`src/rtl/gmps_pkg.sv`:
```
// shared types and constants for the grid minimum path sum block
package gmps_pkg;

    localparam int COST_W = 16;
    localparam int SUM_W  = 32;
    localparam int CFG_W  = 7;
    localparam int APB_DW = 32;
    localparam int APB_AW = 3;

    localparam logic [SUM_W-1:0] SUM_MAX = {SUM_W{1'b1}};

    // word index of the num_cols register (paddr[2])
    localparam logic REG_NUM_COLS = 1'b0;

    // per-transaction control broadcast to every cell of the row buffer
    typedef struct packed {
        logic             advance;
        logic             wrap;
        logic [SUM_W-1:0] best;
    } cell_ctrl_t;

endpackage

```
`src/rtl/gmps_cell.sv`:
```
// one column cell of the row buffer: holds a best sum and the column token
module gmps_cell #(
    parameter bit IS_HEAD = 1'b0
) (
    input  logic                        clk,
    input  logic                        rst_n,
    input  gmps_pkg::cell_ctrl_t        ctrl,
    input  logic                        tok_in,
    output logic                        tok,
    output logic [gmps_pkg::SUM_W-1:0]  rd_next
);

    logic                       tok_reg;
    logic                       tok_next;
    logic [gmps_pkg::SUM_W-1:0] entry_reg;
    logic [gmps_pkg::SUM_W-1:0] entry_next;

    always_comb
    begin
        entry_next = entry_reg;
        if (ctrl.advance && tok_reg)
        begin
            entry_next = ctrl.best;
        end

        // token moves to the neighbor on each transaction, back to the head on row end or on the last cell
        tok_next = tok_reg;
        if (ctrl.wrap)
        begin
            tok_next = IS_HEAD;
        end
        else if (ctrl.advance)
        begin
            tok_next = tok_in;
        end

        // value above the next cell, already including this cycle's write
        rd_next = tok_next ? entry_next : '0;
    end

    always_ff @(posedge clk or negedge rst_n)
    begin
        if (!rst_n)
        begin
            tok_reg <= IS_HEAD;
        end
        else
        begin
            tok_reg <= tok_next;
        end
    end

    always_ff @(posedge clk)
    begin
        entry_reg <= entry_next;
    end

    assign tok = tok_reg;

endmodule

```
`config.mk`:
```
export PLATFORM = sky130hd
export DESIGN_NAME = gmps_cell
export DESIGN_NICKNAME = d
export VERILOG_FILES = /design/src/rtl/gmps_pkg.sv /design/src/rtl/gmps_cell.sv
export SDC_FILE = /design/constraint.sdc
export NUM_CORES = 1
export LEC_CHECK = 0
export BUFFER_PORTS_ARGS = -buffer_cell sky130_fd_sc_hd__buf_2
export CAP_MARGIN = 20
export CELL_PAD_IN_SITES_DETAIL_PLACEMENT = 0
export CELL_PAD_IN_SITES_GLOBAL_PLACEMENT = 1
export CORE_MARGIN = 2
export CORE_UTILIZATION = 39
export CTS_BUF_LIST = sky130_fd_sc_hd__clkbuf_16
export CTS_CLUSTER_DIAMETER = 40
export DETAILED_ROUTE_END_ITERATION = 10
export PLACE_DENSITY = 0.84
export RECOVER_POWER = 100
export SYNTH_ARGS = -nofsm -noshare
export SYNTH_HDL_FRONTEND = slang
export SYNTH_SLANG_ARGS = --single-unit
```
`constraint.sdc`:
```
create_clock -name clk -period 1.7 [get_ports clk]
set_input_delay 0.17 -clock clk [delete_from_list [all_inputs] [get_ports clk]]
set_output_delay 0.17 -clock clk [all_outputs]
set_load 0.02 [all_outputs]
```
# After elaboration in Yosys (flattened, before gate mapping)
# Index checks and enable logic that the tools add are counted.
# word_totals
wordCells	7
ff_bits	33
input_bits	37
out_inout_bits	33
# op_classes
n_reduce_logical	1
muxes	4
# op_table
operator	count
$mux 32	2
$mux 1	2
$logic_and 1x1->1	1

# Logic depth before layout (Yosys ltp)
# logic_depth
word_depth	3
depth_mapped	5
ltp_nobuf	2

# Least setup slack after synthesis
# OpenSTA, ideal clock, no wires.
# synth_path
kind	flip-flop to output port
from	register tok_reg, in the netlist tok
to	output rd_next[10] (netlist name)
path_buffers	3
required_ns	1.530
arrival_ns	1.353
path_stages_with_launch	6
slack_ns	0.177
cell_sequence	dfrtp_1 -> buf_4 -> buf_6 -> buf_6 -> nand3b_1 -> a31oi_1
# synth_between
elab_chain_cells	3
# synth_rtl
item	line	rtl
start: declaration	gmps_cell.sv:13	logic tok_reg;
start signal: assignment	gmps_cell.sv:49	tok_reg <= tok_next;
$mux 1 or $logic_and 1x1->1 (tied branches)	gmps_cell.sv:32, gmps_cell.sv:21	
$mux 1 or $mux 32 (tied branches)	gmps_cell.sv:28, gmps_cell.sv:21	
$mux 32 (*)	gmps_cell.sv:38	rd_next = tok_next ? entry_next : '0;
end: declaration	gmps_cell.sv:10	output logic [gmps_pkg::SUM_W-1:0] rd_next
# Mark *: on every way between the ends. The rest lies on a longest branch, timed or not.

# Worst setup path in the final report
# layout_path
from	register tok_reg, in the netlist tok
to	output rd_next[12] (netlist name)
# The elaborated chain is that of the path after synthesis.

==> results.cfg <==
[run_status]
status = finished, final reports clean

[clocking]
htree_levels = 2
clkSinkCount = 33
root_buffer = clkbuf_16
clockBufferDepth = 2
clk_latency_ns = 0.27
clk_pin_slew_worst_paths_ns = 0.05
numCtsBuffers = 5
cts_tree = yes

[power]
ir_drop_v = 0.0003564
power_leakage_nw = 1.090
power.share.sequential = 0.432
comb_power_share = 0.246
clkPwrFrac = 0.322
p_sw_frac = 0.2946
p_sw_w = 0.0007688
p_per_area_mw_per_mm2 = 927.7
power.internal_w = 0.001841

[floorplan]
dieArea_mm2 = 0.006608
start_util = 0.3982
pin_count = 70
design.core.area_mm2 = 0.005851
die_w_um = 81.29
die_y_um = 81.29
rows = 28

[placed_design]
dp_cells = 352
place_ws_ns = 0.2431
io_buffers = 69
dp_hpwl_um = 3629
globalplace.congestion = 0.7043

[global_route]
grt_pass1_wl_um = 8342
grt_pass1_vias = 1732
grt_usage = 0.1601
antenna_found_initial = 0
grt_max_degree = 40
overflow = 0

[sta]
slew_headroom = 0.7713
slew_violations = 0
rsz0062_at_grt = yes
fin_crit_ns = 1.690
finalSetupViolCount = 0
worst_pin_slew_ns = 0.3430
finalSetupTns_ns = 0
max_freq_mhz = 591.7
finalHoldViolations = 0
setup_ws_ns = 0.009903
period_share = 0.9942
skew_ns = 0.004048

[worst_setup_path]
worstSetupPathType = register to output pin
rr_worst_depth = 4
timing.rr.end = entry_reg[23]
cp.arrival_ns = 1.52
rrSetupSlack_ns = 0.08
endpoint_kind = output pin
start_kind = register
r2r-start = tok
required_ns = 1.53
cp_max_fo = 36
critPathCapture = rd_next[12]
crit_start = tok

[route]
vias_per_cell = 5.808
via_count = 2114
drtPass1Iterations = 4
drt-total-wl_um = 5598
drt_iter0_drc = 105
drc_errors = 0
ant_nets = 0
wire_per_inst_um = 15.38

[final_layout]
mostFrequentLayoutCell = buf_2
area_growth_pct = 20.73
fin_util = 0.4808
stdcell_count = 364
final_cell_mix = buf_2 (46), nand4b_1 (32), nand3b_1 (32), nand4_1 (32), dfxtp_1 (32)
antenna_cells = 0
largest_reg_flops = 32
drive_gt1_frac = 0.3495
nets = 325

[run]
drv_cap = 0

[synthesis]
synth.cell_area_mm2 = 0.002330
ys_seq_area_frac = 0.2857
syn_area_per_cell_um2 = 10.04
post_synth_num_cell_types = 15
synth_warnings = 0
syn_inst = 232
synth.top_cell.area_share = 0.2750
yosysTopAreaCell = dfxtp_1
ys_top_cells_by_area = dfxtp_1 (27%), mux2_4 (19%), nand4b_1 (12%)
synth_nets = 269
ys_seq_elements = 33

[worst_hold_path]
hp-class = input pin to register
-- synth_stat cells --
cell and number:
dfxtp_1 32, buf_6 11, buf_2 13, mux2_1 2
mux2_4 30, clkbuf_1 9, nand2_4 1, buf_4 3
mux2i_1 1, nand4b_1 32, a31oi_1 32, nand3b_1 32
nand4_1 32, dfrtp_1 1, nor2_1 1
-- worst max-delay path, stage by stage (launching register included) --
cell and delay (ns):
dfrtp_2 0.47, buf_12 0.19, nand4b_1 0.21, a31oi_2 0.21, buf_4 0.17
-- cell families (layout without fill, tap and decap cells) --
group / count (synthesis) / after routing / synth area share
and+or+nand+nor: 98 / 98 / 0.3158
buffers and inverters: 36 / 93 / 0.1053
muxes: 33 / 33 / 0.2073
DFF: 33 / 33 / 0.2857
AOI/OAI and AO/OA: 32 / 32 / 0.08593
-- power groups by stage --
| stage | combinational, W | sequential (W) | clock (W) |
|---|---|---|---|
| floorplan | 0.000569 | 0.00110 | 0 |
| global placement | 0.000708 | 0.00113 | 0 |
| detailed placement | 0.000724 | 0.00114 | 0 |
| CTS | 0.000734 | 0.00113 | 0.000857 |
| global route | 0.000693 | 0.00115 | 0.000887 |
| finish | 0.000642 | 0.00113 | 0.000840 |
-- layout make-up --
type / count / area, um^2
Clock buffer: 5 / 125.1
Clock inverter: 3 / 11.26
Fill cell: 573 / 3038
Multi-Input combinational cell: 163 / 1345
Sequential cell: 33 / 666.9
Tap cell: 75 / 93.84
Timing Repair Buffer: 85 / 570.5
-- metrics by stage --
stage	instance area, um^2	power [W]	hold slack, ns
floorplan	2330	0.001668	-0.1256
global placement	2715	0.001839	-0.04679
detailed placement	2715	0.001867	-0.04607
CTS	2877	0.002721	0.1243
global route	2813	0.002734	0.1165
finish	2813	0.002609	0.1201
-- timing repair --
action,4_1_cts,5_1_grt
gates resized for setup,0,8
hold buffers,1,0
pin swaps,0,1
setup endpoints to repair,24,15
buffers inserted,2,1
endpoints found under the hold margin,1,0
gates cloned,0,0
-- per-layer routing --
layer  vias up  part of all wire  GRT usage
met5         -                 0          0
met4         0            0.0079    0.05932
met3         4             0.057    0.03333
met2        58              0.45     0.2443
met1      1014              0.48     0.2209
li1       1038                 -          -
-- how the worst min path moves through the flow --
stage	startpoint	to	slack [ns]	depth (start not counted)
6_report	ctrl[4]	entry_reg[4]	0.12	2
5_1_grt	ctrl[15]	entry_reg[15]	0.12	2
4_1_cts	ctrl[30]	entry_reg[30]	0.12	2
3_5_place_dp	rst_n	tok	-0.05	1
3_3_place_gp	rst_n	tok	-0.05	1
2_1_floorplan	rst_n	tok	-0.13	0
Power figures use the tool's default switching activity.
